**config.mk**
```make
export PLATFORM = sky130hd
export DESIGN_NAME = soperc_queue
export DESIGN_NICKNAME = d
export VERILOG_FILES = /design/src/rtl/soperc_pkg.sv /design/src/rtl/soperc_queue.sv
export SDC_FILE = /design/constraint.sdc
export NUM_CORES = 1
export LEC_CHECK = 0
export BUFFER_PORTS_ARGS = -buffer_cell sky130_fd_sc_hd__buf_2
export CAP_MARGIN = 20
export CORE_MARGIN = 2
export CORE_UTILIZATION = 47
export DETAILED_ROUTE_END_ITERATION = 10
export MAX_ROUTING_LAYER = met4
export PLACE_DENSITY = 0.75
export SYNTH_ARGS = -nofsm -noshare
export SYNTH_HDL_FRONTEND = slang
export SYNTH_SLANG_ARGS = --single-unit
```
**constraint.sdc**
```tcl
create_clock -name clk -period 2.5 [get_ports clk]
set_input_delay 0.375 -clock clk [delete_from_list [all_inputs] [get_ports clk]]
set_output_delay 0.375 -clock clk [all_outputs]
set_load 0.005 [all_outputs]
```
**src/rtl/soperc_pkg.sv**
```systemverilog
// ----------------------------------------------------------------------------
// soperc_pkg
// Shared types, constants and fixed-point helpers for the second-order
// perceptron update core.
// ----------------------------------------------------------------------------
package soperc_pkg;

  localparam int MAX_DIM_DEF   = 64;
  localparam int FRAC_BITS_DEF = 16;

  localparam int              CFG_W     = 7;
  localparam logic [CFG_W-1:0] CFG_RESET = 7'd64;

  // item queue between front and back
  localparam int Q_DEPTH = 2;

  // divider steps, one quotient bit each
  localparam int DIV_STEPS = 64;
  localparam int DIV_CNT_W = 6;

  typedef struct packed {
    logic signed [31:0] feature_value;
    logic               label_positive;
  } in_item_t;

  typedef struct packed {
    logic predicted_positive;
    logic mistake;
  } out_item_t;

  // nm1: sample length minus one, valid on the item that completes a sample
  typedef struct packed {
    in_item_t         item;
    logic             last;
    logic [CFG_W-1:0] nm1;
  } q_entry_t;

  typedef enum logic [1:0] {
    OP_SIGMA,
    OP_V,
    OP_F
  } mac_op_t;

  typedef enum logic [3:0] {
    ST_CLEAR,
    ST_IDLE,
    ST_SX,
    ST_V,
    ST_F,
    ST_DRAIN,
    ST_POST,
    ST_U_RD,
    ST_U_MUL,
    ST_U_GO,
    ST_U_DIV,
    ST_U_WR,
    ST_W_RD,
    ST_W_WR
  } back_state_t;

  function automatic logic signed [63:0] sat_add64(input logic signed [63:0] a,
                                                   input logic signed [63:0] b);
    logic signed [63:0] s;
    s = a + b;
    if ((a[63] == b[63]) && (s[63] != a[63])) begin
      s = a[63] ? {1'b1, {63{1'b0}}} : {1'b0, {63{1'b1}}};
    end
    return s;
  endfunction

  // floor shift by fb, then saturate to 32 bits
  function automatic logic signed [31:0] fx_narrow(input logic signed [63:0] a,
                                                   input int unsigned fb);
    logic signed [63:0] sh;
    logic signed [31:0] r;
    sh = a >>> fb;
    if (sh > 64'sh000000007FFFFFFF) begin
      r = 32'sh7FFFFFFF;
    end else if (sh < -64'sh0000000080000000) begin
      r = 32'sh80000000;
    end else begin
      r = sh[31:0];
    end
    return r;
  endfunction

  function automatic logic signed [31:0] sat32_33(input logic signed [32:0] a);
    logic signed [31:0] r;
    if (a[32] != a[31]) begin
      r = a[32] ? 32'sh80000000 : 32'sh7FFFFFFF;
    end else begin
      r = a[31:0];
    end
    return r;
  endfunction

  function automatic logic signed [31:0] sat32_66(input logic signed [65:0] a);
    logic signed [31:0] r;
    if (a > 66'sh0000000007FFFFFFF) begin
      r = 32'sh7FFFFFFF;
    end else if (a < -66'sh00000000080000000) begin
      r = 32'sh80000000;
    end else begin
      r = a[31:0];
    end
    return r;
  endfunction

endpackage

```
**src/rtl/soperc_queue.sv**
```systemverilog
// ----------------------------------------------------------------------------
// soperc_queue
// Short item queue between the front and the back.
// ----------------------------------------------------------------------------
module soperc_queue import soperc_pkg::*; (
  input  logic     clk,
  input  logic     rst_n,
  input  logic     push,
  input  q_entry_t wdata,
  output logic     full,
  input  logic     pop,
  output logic     empty,
  output q_entry_t rdata
);

  localparam int PW = (Q_DEPTH > 1) ? $clog2(Q_DEPTH) : 1;
  localparam int CW = $clog2(Q_DEPTH + 1);

  q_entry_t        mem_r [Q_DEPTH];
  logic [PW-1:0]   wr_ptr_r, rd_ptr_r;
  logic [CW-1:0]   cnt_r;
  logic            do_push, do_pop;

  assign full    = (cnt_r == CW'(Q_DEPTH));
  assign empty   = (cnt_r == '0);
  assign rdata   = mem_r[rd_ptr_r];
  assign do_push = push && !full;
  assign do_pop  = pop && !empty;

  always_ff @(posedge clk) begin
    if (do_push) begin
      mem_r[wr_ptr_r] <= wdata;
    end
  end

  always_ff @(posedge clk) begin
    if (!rst_n) begin
      wr_ptr_r <= '0;
      rd_ptr_r <= '0;
      cnt_r    <= '0;
    end else begin
      if (do_push) begin
        wr_ptr_r <= (wr_ptr_r == PW'(Q_DEPTH - 1)) ? '0 : wr_ptr_r + 1'b1;
      end
      if (do_pop) begin
        rd_ptr_r <= (rd_ptr_r == PW'(Q_DEPTH - 1)) ? '0 : rd_ptr_r + 1'b1;
      end
      cnt_r <= cnt_r + CW'(do_push) - CW'(do_pop);
    end
  end

endmodule

```
==> metrics, run 1 <==
status finished clean; FP Rows 31; Detailed Place HPWL 3550 um; DR iter-0 viols 92; Sw Pwr 1030 uW; FF-to-FF path depth 8; commonest non-fill, non-tap cells in the layout buf_2, edfxtp_1, mux2_4, clkbuf_8; TritonCTS Buffers 9; Max Root-Sink Buffers 2; grt total ovfl 0; max-slew violation count 0; n_diodes 0; Synth Register Bits 87; Worst EP required 2.12 ns; reg2reg end cnt_r[1]; worst-path fanout max 23; sequential share of power 49.9%; Slew HR 62.7%; Mapped Nets 202; Sequential Area 2560 um^2; GP Congestion 0.703; CTS sink cnt 87; fin nets 299; period utilization 77.8%; initial antenna violation count 0; Worst setup SP type flop; RSZ-0062 raised after global routing false; CTS root buf clkbuf_8; reg2reg start cnt_r[0]; setup bufs post-CTS 0; Synth Cell Area 3400 um^2; combinational share of power 29.8%; multi-input logic area 743 um^2; utilization after layout 57.1%; via count 1,624; syn avg cell area 21.9 um^2; hold_buf cts 0; pin count of the biggest net entering global routing 42; Hold Fails Final Rpt 0; Final ANT Viol Nets 0; CTS resizes 0; worst skew pair latency 0.33 ns; Worst Hold End mem_r[1][32]; global-route wire length before repair 7560 um; Tmin final 1.94 ns; post-synth cell types 18; CTS tree done; Clock power frac 20.3%; IO Port Bufs 87; die width 89.0 um; H-tree levels 3; Hold Path Class input pin to flop; Worst Clk Skew 0.0105 ns; worst hold start wdata[32]; Die H 89.0 um; Pre-antenna DRT Iters 4; worst reg-to-reg setup slack 0.83 ns; hold path depth 1; CP Capture Type output port; Worst Tran Pin Value 0.560 ns; aggregate global-route resource usage 13.5%; max_cap viols 0; vias in the first global route 1,524; Die Footprint 7930 um^2; area delta synth->final 19.9%; Setup Viol. Count Final 0; drt wl/cell 14.7 um; leakage 0.00162 uW; Post-route DRC 0; switching part of the total power 26.2%; sequential-to-total area share from yosys stat 75.4%; drt total wl 5210 um; Synth Warn # 0; IO Pins 88; TNS Setup 0 ns; commonest non-fill, non-tap cell in the layout buf_2; core area 7140 um^2; VDD IR max 0.603 mV; Peak Freq 514 MHz; cell-internal power 2890 uW; Reg clk slew, reported paths 0.09 ns; critical path class flop to output port; share of layout cells above drive strength 1 57.4%; Synth Instances 155; DR vias/cell 4.57; fill count 616; Worst EP arrival 1.57 ns; power per cell area 960 nW/um^2; Starting Density 47.6%
## synthesized netlist by cell type
cell type	n	share of area, %
edfxtp_1	82	72
mux2_4	40	18
dfxtp_1	5	2.9
nor2_1	5	0.55
buf_12	4	2.4
inv_1	3	0.33
and2_1	2	0.37
ha_1	2	0.74
nand2_1	2	0.22
nand2b_1	2	0.37
and3_1	1	0.18
buf_6	1	0.33
mux2_2	1	0.33
mux2i_1	1	0.29
nor3_1	1	0.15
o21a_1	1	0.22
xnor2_1	1	0.26
xor2_1	1	0.26
## logic make-up after synthesis
| logic type | after synthesis | synth area share (%) |
|---|---|---|
| fa+ha+maj | 2 | 0.736 |
| mux | 42 | 18.3 |
| xor+xnor | 2 | 0.515 |
| buf+inv | 8 | 3.02 |
| compound gates | 1 | 0.221 |
| simple gates | 13 | 1.84 |
| flops | 87 | 75.4 |
## per-stage QoR
stage,hold slack (ns),total power [uW],setup WS (ns),instance area [um^2],std cells
after floorplan,0.466,2850,0.423,3400,155
after detailed placement,0.508,3180,0.819,3920,340
after CTS,0.212,3970,0.526,4080,355
after global routing,0.208,4140,0.497,4080,355
final,0.226,3910,0.555,4080,355
after global placement,0.505,3150,0.903,3920,340
## area by class of cell
class | count | share of cell area, %
Multi-Input combinational cell | 60 | 18.2
Tap cell | 99 | 3.04
Clock buffer | 11 | 3.22
Clock inverter | 4 | 0.583
Inverter | 3 | 0.276
Timing Repair Buffer | 91 | 11.7
Sequential cell | 87 | 62.9
## state kept, by name, indices dropped and copies added, names as in the netlist, named ones only
signal and count:
cnt_r 2, rd_ptr_r 1, mem_r 82, wr_ptr_r 1
## worst max-delay path, stage by stage (launching register included)
cell and delay (ns):
dfxtp_2 0.33, buf_4 0.38, mux2_2 0.40, buf_2 0.13
## metal layers
layer / GRT usage (%) / vias up / share of wire (%)
met3: 4.06 / 4 / 4.5
met2: 21.5 / 46 / 52
li1: - / 784 / -
met1: 16.4 / 790 / 42
met4: 4.75 / 0 / 1.1
met5: - / - / 0
## worst max path at each step
stage	from	cells after the start	endpoint
global placement	cnt_r[0]	8	cnt_r[1]
finish	flop	3	rdata[27]
floorplan	cnt_r[0]	3	mem_r[0][0]
global route	flop	3	rdata[27]
CTS	flop	3	rdata[27]
detailed placement	cnt_r[0]	8	cnt_r[1]
## power by group through the flow
stage | clock network, uW | registers, uW | logic (uW)
floorplan | 0 | 1970 | 879
global placement | 0 | 1970 | 1180
detailed placement | 0 | 1990 | 1190
CTS | 816 | 1960 | 1190
global route | 881 | 1980 | 1280
finish | 793 | 1950 | 1170
Power figures use the tool's default switching activity.
==> run 2: changes to the inputs <==
Settings changed: ABC_AREA set to 1.
Clock period 2.5 ns to 1.7 ns, I/O delays scaled along.
==> run 2 against run 1 <==
  * Via count rose by 6.7%
  * Critical path type unchanged
  * Design area increased by 4.6%
  * Routed wire length is 6.2% higher
  * Die area rose by 0.39%
==> metrics, run 2 <==
Worst EP arrival 1.38 ns (-0.19 ns); initial antenna violation count 0 (unchanged); utilization after layout 59.7% (+2.6 points); max-slew violation count 0 (unchanged); Die H 89.2 um (+0.20%); core area 7140 um^2 (unchanged); FF-to-FF path depth 10 (+2); IO Port Bufs 87 (unchanged); FP Rows 31 (unchanged); Yosys top cell area share 72.1% (-0.29 points); DR vias/cell 4.68 (+2.4%); post-synth top area cell edfxtp_1; CP max-delay cell dfxtp_4; drt total wl 5530 um (+6.2%); VDD IR max 0.795 mV (+32%); worst skew pair latency 0.34 ns (about the same); share of layout cells above drive strength 1 57.2% (-0.23 points); via count 1,733 (+6.7%); Biggest register mem_r; CTS root buf clkbuf_8; global-route wire length before repair 7980 um (+5.7%); Max Root-Sink Buffers 2 (unchanged); Worst Tran Pin Value 0.240 ns (-0.320 ns); Synth Cell Area 3410 um^2 (+0.40%); number of flops mapped to enable cells by yosys 82 (unchanged); Tmin final 1.63 ns; pin count of the biggest net entering global routing 28 (-33%); Synth Register Bits 87 (unchanged); Hold Fails Final Rpt 0 (unchanged); CTS tree done; Synth Instances 166 (+7.1%); DP Cell Count 353 (+3.8%); grt total ovfl 0 (unchanged); Pre-antenna DRT Iters 4 (unchanged); fill count 575 (-6.7%); die width 89.2 um (+0.20%); Reg clk slew, reported paths 0.08 ns (about the same); Worst Clk Skew 0.00951 ns (-0.000971 ns); area delta synth->final 24.9%; Worst EP required 1.44 ns (-0.68 ns); leakage 0.00172 uW (+6.2%); Die Footprint 7960 um^2 (+0.39%); hold path depth 1 (unchanged); drt wl/cell 15.0 um (+1.9%); TritonCTS Buffers 9 (unchanged); Final ANT Viol Nets 0 (unchanged); Starting Density 47.8% (+0.19 points); max FFs per register 82 (unchanged); IO Pins 88 (unchanged); largest registers in the final layout mem_r x82, cnt_r x2; hold_buf cts 0 (unchanged); design area 4260 um^2 (+4.6%); Synth Flop Type edfxtp_1; RSZ-0062 raised after global routing false; DR iter-0 viols 100 (+8.7%); setup bufs post-CTS 0 (unchanged); Worst setup SP type flop; ranking of synthesized cells by area edfxtp_1, mux2_4, dfxtp_1; max_cap viols 0 (unchanged); n_diodes 0 (unchanged); fin nets 313 (+4.7%); Cell Area, Placed 3980 um^2 (+1.4%); vias in the first global route 1,706 (+12%); TNS Setup 0 ns (unchanged); Mapped Nets 213 (+5.4%); commonest non-fill, non-tap cell in the layout buf_2; status finished clean; syn avg cell area 20.6 um^2 (-6.2%); most instantiated cells after synthesis edfxtp_1, mux2_4, inv_1, nand2_1, nor2_1; Hold Path Class input pin to flop; GP Congestion 0.673 (-4.3%); Synth Warn # 0 (unchanged); most common cell in the synthesized netlist edfxtp_1; period utilization 96.2%; CP Capture Type output port; power per cell area 1440 nW/um^2 (+50%); Post-route DRC 0 (unchanged); aggregate global-route resource usage 14.6% (+1.1 points); commonest non-fill, non-tap cells in the layout buf_2, edfxtp_1, mux2_4, clkbuf_8, inv_1; Finished Layout Cells 370 (+4.2%); max incr delay on CP 0.40 ns (about the same); critical path class flop to output port; worst-path fanout max 13 (-43%); post-synth cell types 12 (-6); Cell Chain, Critical Path clkbuf_16, mux2_4, buf_2; H-tree levels 3 (unchanged); CTS sink cnt 87 (unchanged); Post-synth ARST share 0% (unchanged); worst-case hold slack 0.101 ns (-0.125 ns); Slew HR 84.0% (+21 points); Peak Freq 612 MHz; Setup Viol. Count Final 0 (unchanged); sequential-to-total area share from yosys stat 75.1% (-0.30 points)
run 2: worst paths after layout:
path | startpoint | endpoint | slack [ns]
worst max-delay path | flop | rdata[28] | 0.07
worst min-delay path | wdata[29] | mem_r[0][29] | 0.10
worst min register to register | rd_ptr_r | rd_ptr_r | 0.53
worst max register to register | cnt_r[0] | cnt_r[1] | 0.12
run 2: cells by family after synthesis:
| family | synth area share (%) |
|---|---|
| muxes | 17.9 |
| and+or+nand+nor | 2.31 |
| buffers and inverters | 3.67 |
| DFF | 75.1 |
| AOI/OAI and AO/OA | 0.293 |
| adders and majority gates | 0.733 |
run 2: final cells by class:
| class | instances | area, um^2 | area share [%] |
|---|---|---|---|
| Inverter | 9 | 37.5 | 0.881 |
| Multi-Input combinational cell | 65 | 742 | 17.4 |
| Timing Repair Buffer | 94 | 556 | 13.0 |
| Sequential cell | 87 | 2570 | 60.2 |
| Tap cell | 99 | 124 | 2.91 |
| Clock buffer | 10 | 128 | 2.99 |
| Clock inverter | 6 | 109 | 2.55 |
run 2: critical path: cells and delay by family (launching register included):
family | cells | cell delay [ns]
buffers and inverters | 2 | 0.35
DFF | 1 | 0.40
muxes | 1 | 0.30
run 2: through the flow:
| stage | setup slack [ns] | power [uW] |
|---|---|---|
| 2_1_floorplan | 0.0899 | 3960 |
| 5_1_grt | 0.00409 | 6450 |
| 3_5_place_dp | 0.0578 | 4490 |
| 4_1_cts | 0.00912 | 6140 |
| 6_report | 0.0652 | 6130 |
| 3_3_place_gp | 0.201 | 4420 |
run 2: routing by layer:
| layer | GRT usage, % | part of all wire [%] | routed length (um) | vias up |
|---|---|---|---|---|
| li1 | - | - | - | 824 |
| met1 | 15.8 | 40 | 2220 | 852 |
| met2 | 25.1 | 54 | 2970 | 51 |
| met3 | 4.62 | 5.1 | 282 | 6 |
| met4 | 5.29 | 1.0 | 56 | 0 |
| met5 | - | 0 | 0 | - |
run 2: power by group:
part | switching (uW) | internal (uW) | total, uW
Sequential | 112 | 2720 | 2830
Clock | 669 | 974 | 1640
Combinational | 730 | 923 | 1650
Total | 1510 | 4620 | 6130
run 2: timing repair:
action,4_1_cts,5_1_grt
cloned,0,1
endpoints found under the setup margin,10,29
pin swaps,0,0
hold endpoints to repair,0,0
gates resized for setup,1,6
==> run 3: changes to the inputs <==
Settings changed: CORE_UTILIZATION 47 to 50, GPL_TIMING_DRIVEN set to 0, PLACE_DENSITY 0.75 to 0.76.
Clock period 1.7 ns to 2.05 ns, I/O delays scaled along.
==> run 3 against run 2 <==
  * Largest cell class unchanged
  * Register-to-register slack improved by 0.30 ns
  * Critical path depth increased by 1
  * Critical path type unchanged
  * Highest routed layer unchanged
  * Largest power group unchanged
  * Sequential cell count unchanged
==> metrics, run 3 (same netlist as run 2, synthesis figures left out) <==
status finished clean; initial antenna violation count 0 (unchanged); Pre-antenna DRT Iters 4 (unchanged); sequential share of power 48.7% (+2.5 points); n_diodes 0 (unchanged); CTS sink cnt 87 (unchanged); worst skew pair latency 0.34 ns (about the same); CP max-delay cell dfxtp_1; worst-path fanout max 10 (-3); combinational share of power 28.7% (+1.7 points); commonest non-fill, non-tap cell in the layout buf_2; Cell Area, Placed 4000 um^2 (+0.50%); Die H 86.6 um (-2.9%); grt total ovfl 0 (unchanged); Detailed Place HPWL 3610 um; drt wl/cell 14.9 um (-0.13%); max incr delay on CP 0.33 ns (-0.07 ns); max-slew violation count 0 (unchanged); drt total wl 5230 um (-5.5%); TNS Setup 0 ns (unchanged); Clock power frac 22.5% (-4.3 points); vias in the first global route 1,698 (-0.47%); core area 6680 um^2 (-6.4%); max FFs per register 82 (unchanged); Reg clk slew, reported paths 0.08 ns (about the same); Slew HR 69.1% (-15 points); Worst setup SP type flop; Worst EP required 1.74 ns (+0.30 ns); CTS resizes 0 (-1); cell-internal power 3580 uW (-23%); Worst Clk Skew 0.00676 ns (-0.00274 ns); via count 1,709 (-1.4%); design area 4170 um^2 (-2.1%); Sw Pwr 1200 uW (-20%); Peak Freq 587 MHz; VDD IR max 0.588 mV (-26%); commonest non-fill, non-tap cells in the layout buf_2, edfxtp_1, mux2_4, nand2_1, clkbuf_8; CTS root buf clkbuf_8; share of layout cells above drive strength 1 55.2% (-2.0 points); Die Footprint 7500 um^2 (-5.7%); IO Port Bufs 87 (unchanged); RSZ-0062 raised after global routing false; Starting Density 51.1% (+3.3 points); leakage 0.00169 uW (-1.7%); Max Root-Sink Buffers 2 (unchanged); switching part of the total power 25.2% (+0.52 points); worst-case hold slack 0.152 ns (+0.0513 ns); Hold Path Class input pin to flop; hold_buf cts 0 (unchanged); Setup Viol. Count Final 0 (unchanged); power per cell area 1150 nW/um^2 (-20%); FP Rows 30 (-3.2%); DR vias/cell 4.88 (+4.3%); area delta synth->final 22.3%; fin nets 313 (unchanged); period utilization 83.0%; Final ANT Viol Nets 0 (unchanged); Tmin final 1.70 ns; Worst Tran Pin Value 0.463 ns (+0.223 ns); critical path class flop to output port; Post-route DRC 0 (unchanged); global-route wire length before repair 8000 um (+0.18%); die width 86.6 um (-2.9%); setup bufs post-CTS 0 (unchanged); pin count of the biggest net entering global routing 30 (+7.1%); GP Congestion 0.673 (+0.12%); Buf+Inv Stages, Crit Path 3 (+1); CTS tree done; top cell family by delay on the critical path buffers and inverters; H-tree levels 3 (unchanged); CP Capture Type output port; Cell Chain, Critical Path buf_6, buf_12, mux2_4, buf_2; aggregate global-route resource usage 15.0% (+0.42 points); Hold Fails Final Rpt 0 (unchanged); DR iter-0 viols 62 (-38%); Worst EP arrival 1.39 ns (about the same); max_cap viols 0 (unchanged); IO Pins 88 (unchanged); Biggest register mem_r; TritonCTS Buffers 9 (unchanged); largest registers in the final layout mem_r x82, cnt_r x2
==> run 3: cell types whose count changed in the layout (fill, tap and decap cells not counted), moves of 2 or more <==
cell       delta
clkinv_1      +2
nand2_2       -2
buf_12        +2
buf_4         -2
bufinv_16     -2
nand2_1       +2
==> run 3: layout make-up <==
type	instances	area, um^2
plain buffers	5	91.3
well taps	80	100
multi-input cells	65	733
flip-flops and latches	87	2560
inverters	9	33.8
clock inverters	5	50.0
clock buffers	10	128
repair buffers	89	475
fillers	493	2510
==> run 3: power by group through the flow <==
stage          clock network, uW  logic [uW]  registers, uW
2_1_floorplan                  0         928           2360
3_3_place_gp                   0        1340           2370
3_5_place_dp                   0        1400           2370
4_1_cts                     1110        1400           2330
5_1_grt                     1190        1490           2350
6_report                    1080        1370           2330
==> run 3: path summary, 6_finish.rpt <==
kind	startpoint	depth (start not counted)	endpoint	slack, ns
max	flop	4	rdata[28]	0.35
min	wdata[6]	1	mem_r[0][6]	0.15
max reg2reg	cnt_r[0]	5	mem_r[0][16]	0.42
min reg2reg	rd_ptr_r	2	rd_ptr_r	0.52
==> run 3: per-layer routing <==
layer  wire [um]  GRT usage, %  up-vias
met5           0             -        -
met4          97          6.82        0
met2        2690          24.7       50
li1            -             -      825
met1        2180          17.0      824
met3         260          4.19       10
==> run 3: per-stage QoR <==
step / util [%] / setup slack [ns] / power [uW] / cells
6_report: 62.5 / 0.348 / 4780 / 350
5_1_grt: 62.5 / 0.267 / 5030 / 350
4_1_cts: 62.5 / 0.315 / 4850 / 350
3_5_place_dp: 59.8 / 0.401 / 3770 / 335
3_3_place_gp: 59.1 / -0.645 / 3710 / 333
2_1_floorplan: - / 0.00319 / 3280 / 166
