--- src/rtl/soperc_pkg.sv ---
// ----------------------------------------------------------------------------
// soperc_pkg
// Shared types, constants and fixed-point helpers for the second-order
// perceptron update core.
// ----------------------------------------------------------------------------
package soperc_pkg;

  localparam int MAX_DIM_DEF   = 64;
  localparam int FRAC_BITS_DEF = 16;

  localparam int              CFG_W     = 7;
  localparam logic [CFG_W-1:0] CFG_RESET = 7'd64;

  // item queue between front and back
  localparam int Q_DEPTH = 2;

  // divider steps, one quotient bit each
  localparam int DIV_STEPS = 64;
  localparam int DIV_CNT_W = 6;

  typedef struct packed {
    logic signed [31:0] feature_value;
    logic               label_positive;
  } in_item_t;

  typedef struct packed {
    logic predicted_positive;
    logic mistake;
  } out_item_t;

  // nm1: sample length minus one, valid on the item that completes a sample
  typedef struct packed {
    in_item_t         item;
    logic             last;
    logic [CFG_W-1:0] nm1;
  } q_entry_t;

  typedef enum logic [1:0] {
    OP_SIGMA,
    OP_V,
    OP_F
  } mac_op_t;

  typedef enum logic [3:0] {
    ST_CLEAR,
    ST_IDLE,
    ST_SX,
    ST_V,
    ST_F,
    ST_DRAIN,
    ST_POST,
    ST_U_RD,
    ST_U_MUL,
    ST_U_GO,
    ST_U_DIV,
    ST_U_WR,
    ST_W_RD,
    ST_W_WR
  } back_state_t;

  function automatic logic signed [63:0] sat_add64(input logic signed [63:0] a,
                                                   input logic signed [63:0] b);
    logic signed [63:0] s;
    s = a + b;
    if ((a[63] == b[63]) && (s[63] != a[63])) begin
      s = a[63] ? {1'b1, {63{1'b0}}} : {1'b0, {63{1'b1}}};
    end
    return s;
  endfunction

  // floor shift by fb, then saturate to 32 bits
  function automatic logic signed [31:0] fx_narrow(input logic signed [63:0] a,
                                                   input int unsigned fb);
    logic signed [63:0] sh;
    logic signed [31:0] r;
    sh = a >>> fb;
    if (sh > 64'sh000000007FFFFFFF) begin
      r = 32'sh7FFFFFFF;
    end else if (sh < -64'sh0000000080000000) begin
      r = 32'sh80000000;
    end else begin
      r = sh[31:0];
    end
    return r;
  endfunction

  function automatic logic signed [31:0] sat32_33(input logic signed [32:0] a);
    logic signed [31:0] r;
    if (a[32] != a[31]) begin
      r = a[32] ? 32'sh80000000 : 32'sh7FFFFFFF;
    end else begin
      r = a[31:0];
    end
    return r;
  endfunction

  function automatic logic signed [31:0] sat32_66(input logic signed [65:0] a);
    logic signed [31:0] r;
    if (a > 66'sh0000000007FFFFFFF) begin
      r = 32'sh7FFFFFFF;
    end else if (a < -66'sh00000000080000000) begin
      r = 32'sh80000000;
    end else begin
      r = a[31:0];
    end
    return r;
  endfunction

endpackage

--- src/rtl/soperc_front.sv ---
// ----------------------------------------------------------------------------
// soperc_front
// Accepts feature items, holds the feature count register and marks the
// item that completes a sample.
// ----------------------------------------------------------------------------
module soperc_front import soperc_pkg::*; #(
  parameter int MAX_DIM = MAX_DIM_DEF
) (
  input  logic             clk,
  input  logic             rst_n,
  input  logic             cfg_we,
  input  logic [CFG_W-1:0] cfg_wdata,
  input  logic             in_push,
  input  in_item_t         in_item,
  output logic             in_full,
  input  logic             q_full,
  input  logic             clearing,
  output logic             q_push,
  output q_entry_t         q_entry
);

  localparam int IW = (MAX_DIM > 1) ? $clog2(MAX_DIM) : 1;
  localparam int LW = IW + CFG_W + 1;

  logic [CFG_W-1:0] count_r;
  logic [IW-1:0]    idx_r;
  logic [LW-1:0]    n_eff, idx_inc;
  logic             last;

  always_comb begin
    if (count_r == '0) begin
      n_eff = LW'(1);
    end else if (LW'(count_r) > LW'(MAX_DIM)) begin
      n_eff = LW'(MAX_DIM);
    end else begin
      n_eff = LW'(count_r);
    end
  end

  assign idx_inc         = LW'(idx_r) + LW'(1);
  assign last            = (idx_inc >= n_eff);
  assign in_full         = q_full || clearing;
  assign q_push          = in_push && !in_full;
  assign q_entry.item    = in_item;
  assign q_entry.last    = last;
  // a count shortened mid-sample still sets the sample length
  assign q_entry.nm1     = CFG_W'(n_eff - LW'(1));

  always_ff @(posedge clk) begin
    if (!rst_n) begin
      count_r <= CFG_RESET;
      idx_r   <= '0;
    end else begin
      if (cfg_we) begin
        count_r <= cfg_wdata;
      end
      if (q_push) begin
        idx_r <= last ? '0 : idx_r + 1'b1;
      end
    end
  end

endmodule

--- config.mk ---
export PLATFORM = sky130hd
export DESIGN_NAME = soperc_front
export DESIGN_NICKNAME = d
export VERILOG_FILES = /design/src/rtl/soperc_pkg.sv /design/src/rtl/soperc_front.sv
export SDC_FILE = /design/constraint.sdc
export NUM_CORES = 1
export LEC_CHECK = 0
export BUFFER_PORTS_ARGS = -buffer_cell sky130_fd_sc_hd__buf_2
export CAP_MARGIN = 10
export CORE_UTILIZATION = 41
export CTS_BUF_LIST = sky130_fd_sc_hd__clkbuf_8
export CTS_CLUSTER_DIAMETER = 120
export DETAILED_ROUTE_END_ITERATION = 12
export GPL_TIMING_DRIVEN = 1
export HOLD_SLACK_MARGIN = 0.08
export PLACE_DENSITY = 0.9
export RECOVER_POWER = 100
export SYNTH_ARGS = -nofsm -noshare
export SYNTH_HDL_FRONTEND = slang
export SYNTH_SLANG_ARGS = --single-unit
--- constraint.sdc ---
create_clock -name clk -period 3.28 [get_ports clk]
set_input_delay 0.656 -clock clk [delete_from_list [all_inputs] [get_ports clk]]
set_output_delay 0.656 -clock clk [all_outputs]
set_load 0.01 [all_outputs]
==> summary.txt, run 1 <==
Run status
  – Outcome: finished, final reports clean

CTS
  – Num Clock Sinks: 13
  – Root Buffer: clkbuf_8
  – Number of gates resized after cts: 0
  – Clk_lat worst skew: 0.24 ns
  – Total CTS buffers: 3
  – H-Tree Depth: 1
  – Clock-pin slew on the worst setup and hold paths: around 0.06 ns
  – TritonCTS clock tree: yes
  – # Post-CTS Setup Buffers: 0
  – Cts-stage hold buffer count: 0
  – CTS Buffer Depth: 2

Power
  – Power Internal: about 0.00028 W
  – Sequential power share: 0.444
  – Combinational share of power: 0.191
  – Psw: roughly 0.00011 W
  – Peak VDD IR: ~210 uV
  – Pwr Density: between 300 and 400 nW/um2
  – Clock share of power: 0.365
  – Sw Share: 0.2821
  – Leakage: between 0.4 and 0.5 nW

Critical path
  – Critical path required time: ~2.6 ns
  – Crit-path max FO: 6
  – Cell at the slowest stage of the critical path: dfxtp_1
  – Crit-path cells: nor3_1 -> nor3b_1 -> nor2_1 -> nor2_1 -> ha_1 -> o21ai_0 -> a21oi_1 -> o32ai_4 -> inv_1 -> clkbuf_1
  – Setup crit start kind: flop
  – Critical path type: reg2out
  – Critical Path End Type: primary output
  – Max incr delay on CP: 0.35 ns
  – Most Frequent Cell on Critical Path: nor2_1
  – Crit path arrival time: 2.33 ns

Timing
  – Final hold viol count: 0
  – Clock Skews: just under 0.002 ns
  – TNS Setup: 0 ns
  – Max-slew headroom: 0.6729
  – Tmin final: around 3.0 ns
  – Worst-margin pin slew: 0.4906 ns
  – Max frequency: about 330 MHz
  – Final setup fails: 0
  – Final WS setup: around 0.29 ns
  – Final hold slack: slightly below 0.5 ns
  – Final slew viol count: 0
  – Final period util: 0.9114
  – RSZ-0062 raised after global routing: no

Min path
  – Worst hold path type: reg2reg

Logic synthesis
  – Seq/Total Area, Yosys: 0.2283
  – Largest cells by area after synthesis: dfxtp_1 23%, buf_4 22%, ha_1 8.8%
  – Synth unique cells: 24
  – Synth Flop Type: dfxtp_1
  – Synth Register Bits: 13
  – Cells after Synth: 151
  – Mapped Nets: between 200 and 250
  – Post-synth top area cell: dfxtp_1
  – Ys async rst share: 0
  – Syn Area/Cell: roughly 7.5 um2
  – Post-Synthesis Cell Area: between 1000 and 1500 um2
  – Ys Warns: 0
  – Post-synth top area share: 0.2283
  – Post-synth EDFFs: 0

Placement
  – Pre-CTS setup slack: roughly 0.54 ns
  – Area after DPL: 1028 um2
  – Placer Congestion: 0.8284
  – IO buf count: 22
  – HPWL after DPL: between 1500 and 2000 um

GRT
  – Initial antenna violation count: 0
  – Largest net degree at the start of global routing: 13
  – Gr usage total: 0.1500
  – Global-route wire length before repair: between 3000 and 4000 um
  – Vias in the first global route: around 760
  – Total congestion overflow: 0

Detailed routing
  – Total Wirelength: 2100 um
  – Detail Route Antenna Nets: 0
  – Initial drt markers: 26
  – Via density: between 5 and 6
  – Via count: approximately 900
  – Router iterations before antenna repair: 4
  – Avg WL per Cell: 12.28 um
  – Residual DRC: 0

Die
  – Initial core utilization: 0.4479
  – Die width: ~55 um
  – Die Area: 2995 um2
  – # IOs: 89
  – Chip height: 54.73 um
  – Core area: 2545 um2
  – Num rows: 18

Layout
  – Final nets: just under 200
  – Area of the multi-input gates: 579.3 um2
  – Final instance area: 1056 um2
  – Area Growth Syn to Fin: -7.355%
  – Most common cell after layout, fill and taps aside: nand2_1
  – Layout cells sized above 1: 0.1206
  – FF+latch area: 260.3 um2
  – Most frequent cells in the layout: 21 x nand2_1, 17 x nor2_1, 13 x dfxtp_1
  – Fillers: 252
  – Diodes inserted: 0

Flow run
  – Max-cap violations: 0
==> synthesized netlist by cell type (all sizes together), types with 2 or more instances <==
master	number
a21oi	6
dfxtp	13
xor2	3
buf	34
xnor2	2
mux2i	7
nor2	17
ha	8
nor3	4
nor3b	2
a31oi	3
clkbuf	3
nand2	21
inv	9
o21ai	6
nand3	6
==> power groups by stage <==
| stage | clock network (W) | registers (W) | logic [W] |
|---|---|---|---|
| 6_report | 0.000141 | 0.000172 | 0.0000738 |
| 5_1_grt | 0.000149 | 0.000173 | 0.0000824 |
| 4_1_cts | 0.000142 | 0.000172 | 0.0000778 |
| 3_5_place_dp | 0 | 0.000175 | 0.0000772 |
| 3_3_place_gp | 0 | 0.000175 | 0.0000760 |
| 2_1_floorplan | 0 | 0.000173 | 0.0000938 |
==> registers in the layout (all words and copies together), names as in the netlist <==
name / cells
count_r: 7
idx_r: 6
==> worst paths after layout <==
| kind | from | endpoint | slack, ns | cells after the start |
|---|---|---|---|---|
| setup / recovery | count_r[3]$_SDFFE_PN0P_ | q_entry[7] | 0.29 | 10 |
| hold / removal | idx_r[1]$_SDFFE_PN0P_ | idx_r[1]$_SDFFE_PN0P_ | 0.48 | 2 |
| setup reg to reg | count_r[3]$_SDFFE_PN0P_ | idx_r[2]$_SDFFE_PN0P_ | 0.65 | 11 |
| hold reg to reg | idx_r[1]$_SDFFE_PN0P_ | idx_r[1]$_SDFFE_PN0P_ | 0.48 | 2 |
==> stage by stage <==
stage	total power, W	utilization	instances
after floorplan	0.0002667	-	151
after CTS	0.0003916	0.4218	171
after detailed placement	0.0002520	0.4041	167
after global placement	0.0002508	0.4041	167
after global routing	0.0004047	0.4149	171
final	0.0003861	0.4149	171
==> critical path, delay by kind of cell (launching register included) <==
kind / cells / cell delay, ns
DFF: 1 / 0.35
buffers and inverters: 2 / 0.18
AOI/OAI and AO/OA: 3 / 0.55
and+or+nand+nor: 4 / 0.76
adders and majority gates: 1 / 0.25
==> per-layer routing <==
metal / GRT usage / share of wire / up-vias
met2: 0.2450 / 0.49 / 19
met4: 0.08974 / 0.020 / 0
met5: 0 / 0 / -
met1: 0.1796 / 0.44 / 408
met3: 0.02778 / 0.053 / 5
li1: - / - / 448
==> cell type report <==
class,instances,share of cell area
multi-input cells,92,0.5486
clock inverters,1,0.003555
clock buffers,3,0.03910
inverters,9,0.03199
flip-flops and latches,13,0.2464
repair buffers,23,0.09479
well taps,30,0.03555
==> kinds of logic (layout without fill, tap and decap cells) <==
family          count (synthesis)  in the layout  share of synthesized area
simple gates                   54             54                     0.2119
buf+inv                        46             36                     0.2634
compound gates                 18             18                     0.1087
flops                          13             13                     0.2283
fa+ha+maj                       8              8                    0.08782
mux                             7              7                    0.06147
xor+xnor                        5              5                    0.03843
Power figures use the tool's default switching activity.
==> run 2, diff against run 1 <==
- CELL_PAD_IN_SITES_DETAIL_PLACEMENT: not set -> 1
- CELL_PAD_IN_SITES_GLOBAL_PLACEMENT: not set -> 2
- CORE_UTILIZATION: 41 -> 20
- CTS_CLUSTER_SIZE: not set -> 10
==> run 2 against run 1 <==
Effect of this change:
- clock power about the same
- utilization shrank 21 points
- fmax shrank 2.1%
- critical path type unchanged
- register-to-register slack worse by 0.08 ns
- wire length increased by 18%
- combinational power rose by 3%
- worst setup slack got worse by 0.066 ns
- design area increased by 5.1%
==> summary.txt, run 2 (synthesis results as in run 1) <==
Die
  – Initial core utilization: 0.2070 (was 0.4479)
  – Num rows: 27 (was 18)
  – Core area: 5507 um2 (was 2545 um2)
  – Die Area: 6005 um2 (was 2995 um2)
  – # IOs: 89 (unchanged)
  – Die width: 77.50 um (was 54.73 um)
  – Chip height: 77.50 um (was 54.73 um)

Layout
  – Diodes inserted: 0 (unchanged)
  – Area of the multi-input gates: 579.3 um2 (unchanged)
  – Max FFs per register: 7 (unchanged)
  – Largest regs: count_r (7), idx_r (6) (unchanged)
  – Final nets: 196 (unchanged)
  – Most flops, register: count_r (unchanged)
  – Most common cell after layout, fill and taps aside: nand2_1 (unchanged)
  – Layout cells sized above 1: 0.1277 (was 0.1206)
  – Most frequent cells in the layout: 21 x nand2_1, 17 x nor2_1, 13 x dfxtp_1 (unchanged)
  – Fillers: 679 (was 252)
  – Area Growth Syn to Fin: -2.635% (was -7.355%)
  – FF+latch area: 260.3 um2 (unchanged)

GRT
  – Gr usage total: 0.09122 (was 0.1500)
  – Largest net degree at the start of global routing: 13 (unchanged)
  – Vias in the first global route: 941 (was 763)
  – Global-route wire length before repair: 4353 um (was 3201 um)
  – Initial antenna violation count: 0 (unchanged)
  – Total congestion overflow: 0 (unchanged)

Placement
  – HPWL after DPL: 1983 um (was 1570 um)
  – IO buf count: 22 (unchanged)
  – Pre-CTS setup slack: 0.4538 ns (was 0.5377 ns)
  – Placer Congestion: 0.7327 (was 0.8284)

CTS
  – Clock-pin slew on the worst setup and hold paths: 0.06 ns (about the same)
  – TritonCTS clock tree: yes (unchanged)
  – Cts-stage hold buffer count: 0 (unchanged)
  – Root Buffer: clkbuf_8 (unchanged)
  – Num Clock Sinks: 13 (unchanged)
  – Clk_lat worst skew: 0.24 ns (about the same)
  – Total CTS buffers: 3 (unchanged)
  – # Post-CTS Setup Buffers: 0 (unchanged)
  – CTS Buffer Depth: 2 (unchanged)
  – H-Tree Depth: 1 (unchanged)
  – Number of gates resized after cts: 0 (unchanged)

Timing
  – Clock Skews: 0.003277 ns (was 0.001962 ns)
  – Tmin final: 3.055 ns (was 2.989 ns)
  – TNS Setup: 0 ns (unchanged)
  – Final slew viol count: 0 (unchanged)
  – Final hold viol count: 0 (unchanged)
  – Worst-margin pin slew: 0.5220 ns (was 0.4906 ns)
  – Final period util: 0.9314 (was 0.9114)
  – RSZ-0062 raised after global routing: no (unchanged)
  – Final WS setup: 0.2250 ns (was 0.2906 ns)
  – Final setup fails: 0 (unchanged)
  – Max-slew headroom: 0.6520 (was 0.6729)
  – Max frequency: 327.3 MHz (was 334.5 MHz)

Power
  – Leakage: 0.4653 nW (was 0.4620 nW)
  – Peak VDD IR: 94.19 uV (was 214.3 uV)
  – Total power: 0.0003873 W (was 0.0003861 W)
  – Pwr Density: 349.0 nW/um2 (was 365.6 nW/um2)

Detailed routing
  – Initial drt markers: 16 (was 26)
  – Via density: 4.080 (was 5.146)
  – Detail Route Antenna Nets: 0 (unchanged)
  – Total Wirelength: 2472 um (was 2100 um)
  – Avg WL per Cell: 11.61 um (was 12.28 um)
  – Residual DRC: 0 (unchanged)
  – Router iterations before antenna repair: 4 (unchanged)
  – Via count: 869 (was 880)

Critical path
  – Setup crit start kind: flop (unchanged)
  – Critical path required time: 2.62 ns (about the same)
  – Crit path arrival time: 2.40 ns (was 2.33 ns)
  – Critical path type: reg2out (unchanged)
  – Critical Path End Type: primary output (unchanged)
  – Crit-path max FO: 5 (was 6)

Flow run
  – Max-cap violations: 0 (unchanged)

Run status
  – Outcome: finished, final reports clean (unchanged)

Min path
  – Worst hold path type: reg2reg (unchanged)
run 2: report_power, final:
part           leakage [nW]  internal, W  switching [W]
combinational         0.332    0.0000306      0.0000453
clock                0.0269    0.0000825      0.0000569
sequential            0.106     0.000164     0.00000794
run 2: per-layer routing:
| metal | track usage | vias up | wire length, um | share of wire |
|---|---|---|---|---|
| met3 | 0.01529 | 4 | 87 | 0.035 |
| met1 | 0.1188 | 404 | 1157 | 0.47 |
| met2 | 0.1398 | 15 | 1193 | 0.48 |
| met4 | 0.05472 | 0 | 33 | 0.013 |
| met5 | 0 | - | 0 | 0 |
| li1 | - | 446 | - | - |
run 2: area by class of cell:
type	instances	share of cell area
clock buffer	3	0.03720
tap	72	0.08117
inverter	9	0.03044
sequential	13	0.2345
multi-input combinational	92	0.5220
clock inverter	1	0.003382
timing repair buffer	23	0.09132
run 2: through the flow:
step	std cells	instance area (um2)	util	hold WS, ns
final	213	1110	0.2015	0.4798
after global routing	213	1110	0.2015	0.5143
after floorplan	151	1140	-	0.4492
after global placement	209	1081	0.1963	0.4643
after CTS	213	1126	0.2045	0.4845
after detailed placement	209	1081	0.1963	0.4763
run 2: path summary, 6_finish.rpt:
check	startpoint	endpoint	slack (ns)	cells after the start
worst max register to register	count_r[2]$_SDFFE_PN0P_	idx_r[2]$_SDFFE_PN0P_	0.57	11
worst max-delay path	count_r[2]$_SDFFE_PN0P_	q_entry[7]	0.23	10
worst min-delay path	idx_r[1]$_SDFFE_PN0P_	idx_r[1]$_SDFFE_PN0P_	0.48	2
worst min register to register	idx_r[1]$_SDFFE_PN0P_	idx_r[1]$_SDFFE_PN0P_	0.48	2
run 2: critical path, cell delays in order, from the launching register on:
cell,delay [ns]
dfxtp_1,0.34
nor3_1,0.36
nor3b_1,0.23
nor2_1,0.06
nor2_1,0.14
ha_1,0.25
o21ai_0,0.18
a21oi_1,0.13
o32ai_4,0.28
inv_1,0.06
clkbuf_2,0.13
==> run 3, diff against run 2 <==
- CELL_PAD_IN_SITES_DETAIL_PLACEMENT: 1 -> not set
- CELL_PAD_IN_SITES_GLOBAL_PLACEMENT: 2 -> not set
- CORE_UTILIZATION: 20 -> 41
- REMOVE_ABC_BUFFERS: not set -> 1
==> run 3 against run 2 <==
Effect of this change:
- utilization increased by 21 points
- worst setup slack gained 0.037 ns
- first-iteration DRC count shrank 19%
- worst hold slack better by 0.0065 ns
- global-route usage increased by 13 points
- combinational power down 2.8%
- register-to-register slack better by 0.07 ns
- design area down 4.7%
- non-clock buffer count unchanged
- largest cell class unchanged
- highest routed layer unchanged
==> summary.txt, run 3 (synthesis results as in run 1) <==
CTS
  – Number of gates resized after cts: 0 (unchanged)
  – CTS Buffer Depth: 2 (unchanged)
  – Root Buffer: clkbuf_8 (unchanged)
  – Num Clock Sinks: 13 (unchanged)
  – TritonCTS clock tree: yes (unchanged)
  – Total CTS buffers: 3 (unchanged)
  – Clk_lat worst skew: 0.25 ns (was 0.24 ns)
  – Clock-pin slew on the worst setup and hold paths: 0.06 ns (about the same)
  – H-Tree Depth: 1 (unchanged)
  – Cts-stage hold buffer count: 0 (unchanged)
  – # Post-CTS Setup Buffers: 0 (unchanged)

Timing
  – TNS Setup: 0 ns (unchanged)
  – Final setup fails: 0 (unchanged)
  – Max-slew headroom: 0.6640 (was 0.6520)
  – Final period util: 0.9200 (was 0.9314)
  – Final hold slack: 0.4864 ns (was 0.4798 ns)
  – Final hold viol count: 0 (unchanged)
  – RSZ-0062 raised after global routing: no (unchanged)
  – Final slew viol count: 0 (unchanged)
  – Worst-margin pin slew: 0.5040 ns (was 0.5220 ns)
  – Clock Skews: 0.001164 ns (was 0.003277 ns)
  – Tmin final: 3.018 ns (was 3.055 ns)
  – Max frequency: 331.4 MHz (was 327.3 MHz)
  – Final WS setup: 0.2625 ns (was 0.2250 ns)

Layout
  – Final Non-Filler Cells: 171 (was 213)
  – Diodes inserted: 0 (unchanged)
  – Largest regs: count_r (7), idx_r (6) (unchanged)
  – Fillers: 261 (was 679)
  – Final instance area: 1057 um2 (was 1110 um2)
  – Most frequent cells in the layout: 21 x nand2_1, 17 x nor2_1, 13 x dfxtp_1 (unchanged)
  – Area Growth Syn to Fin: -7.245% (was -2.635%)
  – Most common cell after layout, fill and taps aside: nand2_1 (unchanged)
  – Layout cells sized above 1: 0.1277 (unchanged)
  – Final nets: 196 (unchanged)
  – FF+latch area: 260.3 um2 (unchanged)
  – Area of the multi-input gates: 579.3 um2 (unchanged)
  – Max FFs per register: 7 (unchanged)
  – Most flops, register: count_r (unchanged)

Power
  – Combinational share of power: 0.189 (was 0.196)
  – Leakage: 0.4653 nW (unchanged)
  – Peak VDD IR: 194.3 uV (was 94.19 uV)
  – Psw: 0.0001130 W (was 0.0001101 W)
  – Clock share of power: 0.371 (was 0.360)
  – Power Internal: 0.0002776 W (was 0.0002772 W)
  – Sw Share: 0.2894 (was 0.2842)
  – Pwr Density: 369.5 nW/um2 (was 349.0 nW/um2)
  – Sequential power share: 0.440 (was 0.444)

GRT
  – Initial antenna violation count: 0 (unchanged)
  – Vias in the first global route: 777 (was 941)
  – Total congestion overflow: 0 (unchanged)
  – Global-route wire length before repair: 4271 um (was 4353 um)
  – Gr usage total: 0.2180 (was 0.09122)
  – Largest net degree at the start of global routing: 13 (unchanged)

Placement
  – HPWL after DPL: 2678 um (was 1983 um)
  – Area after DPL: 1028 um2 (was 1081 um2)
  – Pre-CTS setup slack: 0.5438 ns (was 0.4538 ns)
  – IO buf count: 22 (unchanged)
  – Placer Congestion: 0.8416 (was 0.7327)
  – Placed Instances: 167 (was 209)

Detailed routing
  – Via density: 5.468 (was 4.080)
  – Avg WL per Cell: 18.84 um (was 11.61 um)
  – Residual DRC: 0 (unchanged)
  – Initial drt markers: 13 (was 16)
  – Detail Route Antenna Nets: 0 (unchanged)
  – Router iterations before antenna repair: 4 (unchanged)
  – Total Wirelength: 3221 um (was 2472 um)
  – Via count: 935 (was 869)

Critical path
  – Setup crit start kind: flop (unchanged)
  – Critical path type: reg2out (unchanged)
  – Crit-path cells: nor3_1 -> nor3b_1 -> nor2_1 -> nor2_1 -> ha_1 -> o21ai_0 -> a21oi_1 -> o32ai_4 -> inv_1 -> clkbuf_2 (unchanged)
  – Most Frequent Cell on Critical Path: nor2_1 (unchanged)
  – Crit path arrival time: 2.36 ns (was 2.40 ns)
  – Cell at the slowest stage of the critical path: dfxtp_1 (was nor3_1)
  – Critical path required time: 2.62 ns (about the same)
  – Crit-path max FO: 6 (was 5)
  – Critical Path End Type: primary output (unchanged)
  – Max incr delay on CP: 0.35 ns (was 0.36 ns)

Die
  – Die width: 54.73 um (was 77.50 um)
  – # IOs: 89 (unchanged)
  – Core area: 2545 um2 (was 5507 um2)
  – Chip height: 54.73 um (was 77.50 um)
  – Initial core utilization: 0.4479 (was 0.2070)
  – Num rows: 18 (was 27)
  – Die Area: 2995 um2 (was 6005 um2)

Run status
  – Outcome: finished, final reports clean (unchanged)

Min path
  – Worst hold path type: reg2reg (unchanged)

Flow run
  – Max-cap violations: 0 (unchanged)
[run 3: cell counts in the layout (fill, tap and decap cells not counted)]
No cell type changed its count.
[run 3: power groups by stage]
stage / logic [W] / registers (W) / clock network, W
CTS: 0.0000774 / 0.000172 / 0.000147
global placement: 0.0000757 / 0.000175 / 0
finish: 0.0000737 / 0.000172 / 0.000145
detailed placement: 0.0000771 / 0.000175 / 0
global route: 0.0000831 / 0.000173 / 0.000154
floorplan: 0.0000481 / 0.000173 / 0
[run 3: stage by stage]
stage,util,total power [W]
after floorplan,-,0.0002211
after global placement,0.4041,0.0002503
after detailed placement,0.4041,0.0002520
after CTS,0.4218,0.0003963
after global routing,0.4154,0.0004100
final,0.4154,0.0003906
[run 3: worst max-delay path, delay by kind of cell (launching register included)]
| family | cells | cell delay, ns |
|---|---|---|
| compound gates | 3 | 0.54 |
| fa+ha+maj | 1 | 0.25 |
| flops | 1 | 0.35 |
| simple gates | 4 | 0.78 |
| buf+inv | 2 | 0.18 |
[run 3: final cells by class]
cell class,instances,share of cell area
Clock inverter,1,0.003550
Sequential cell,13,0.2462
Clock buffer,3,0.03905
Tap cell,30,0.03550
Inverter,9,0.03195
Multi-Input combinational cell,92,0.5479
Timing Repair Buffer,23,0.09586
[run 3: worst paths after layout]
check | depth (start not counted) | end | slack [ns] | from
worst min-delay path | 2 | idx_r[1]$_SDFFE_PN0P_ | 0.49 | idx_r[1]$_SDFFE_PN0P_
worst max-delay path | 10 | q_entry[7] | 0.26 | count_r[3]$_SDFFE_PN0P_
worst min register to register | 2 | idx_r[1]$_SDFFE_PN0P_ | 0.49 | idx_r[1]$_SDFFE_PN0P_
worst max register to register | 11 | idx_r[2]$_SDFFE_PN0P_ | 0.64 | count_r[3]$_SDFFE_PN0P_
[run 3: layer usage]
metal	wire length, um	vias up	track usage
li1	-	446	-
met1	1238	431	0.2533
met2	1255	55	0.2631
met3	706	3	0.2222
met4	20	0	0.06410
met5	0	-	0.02083
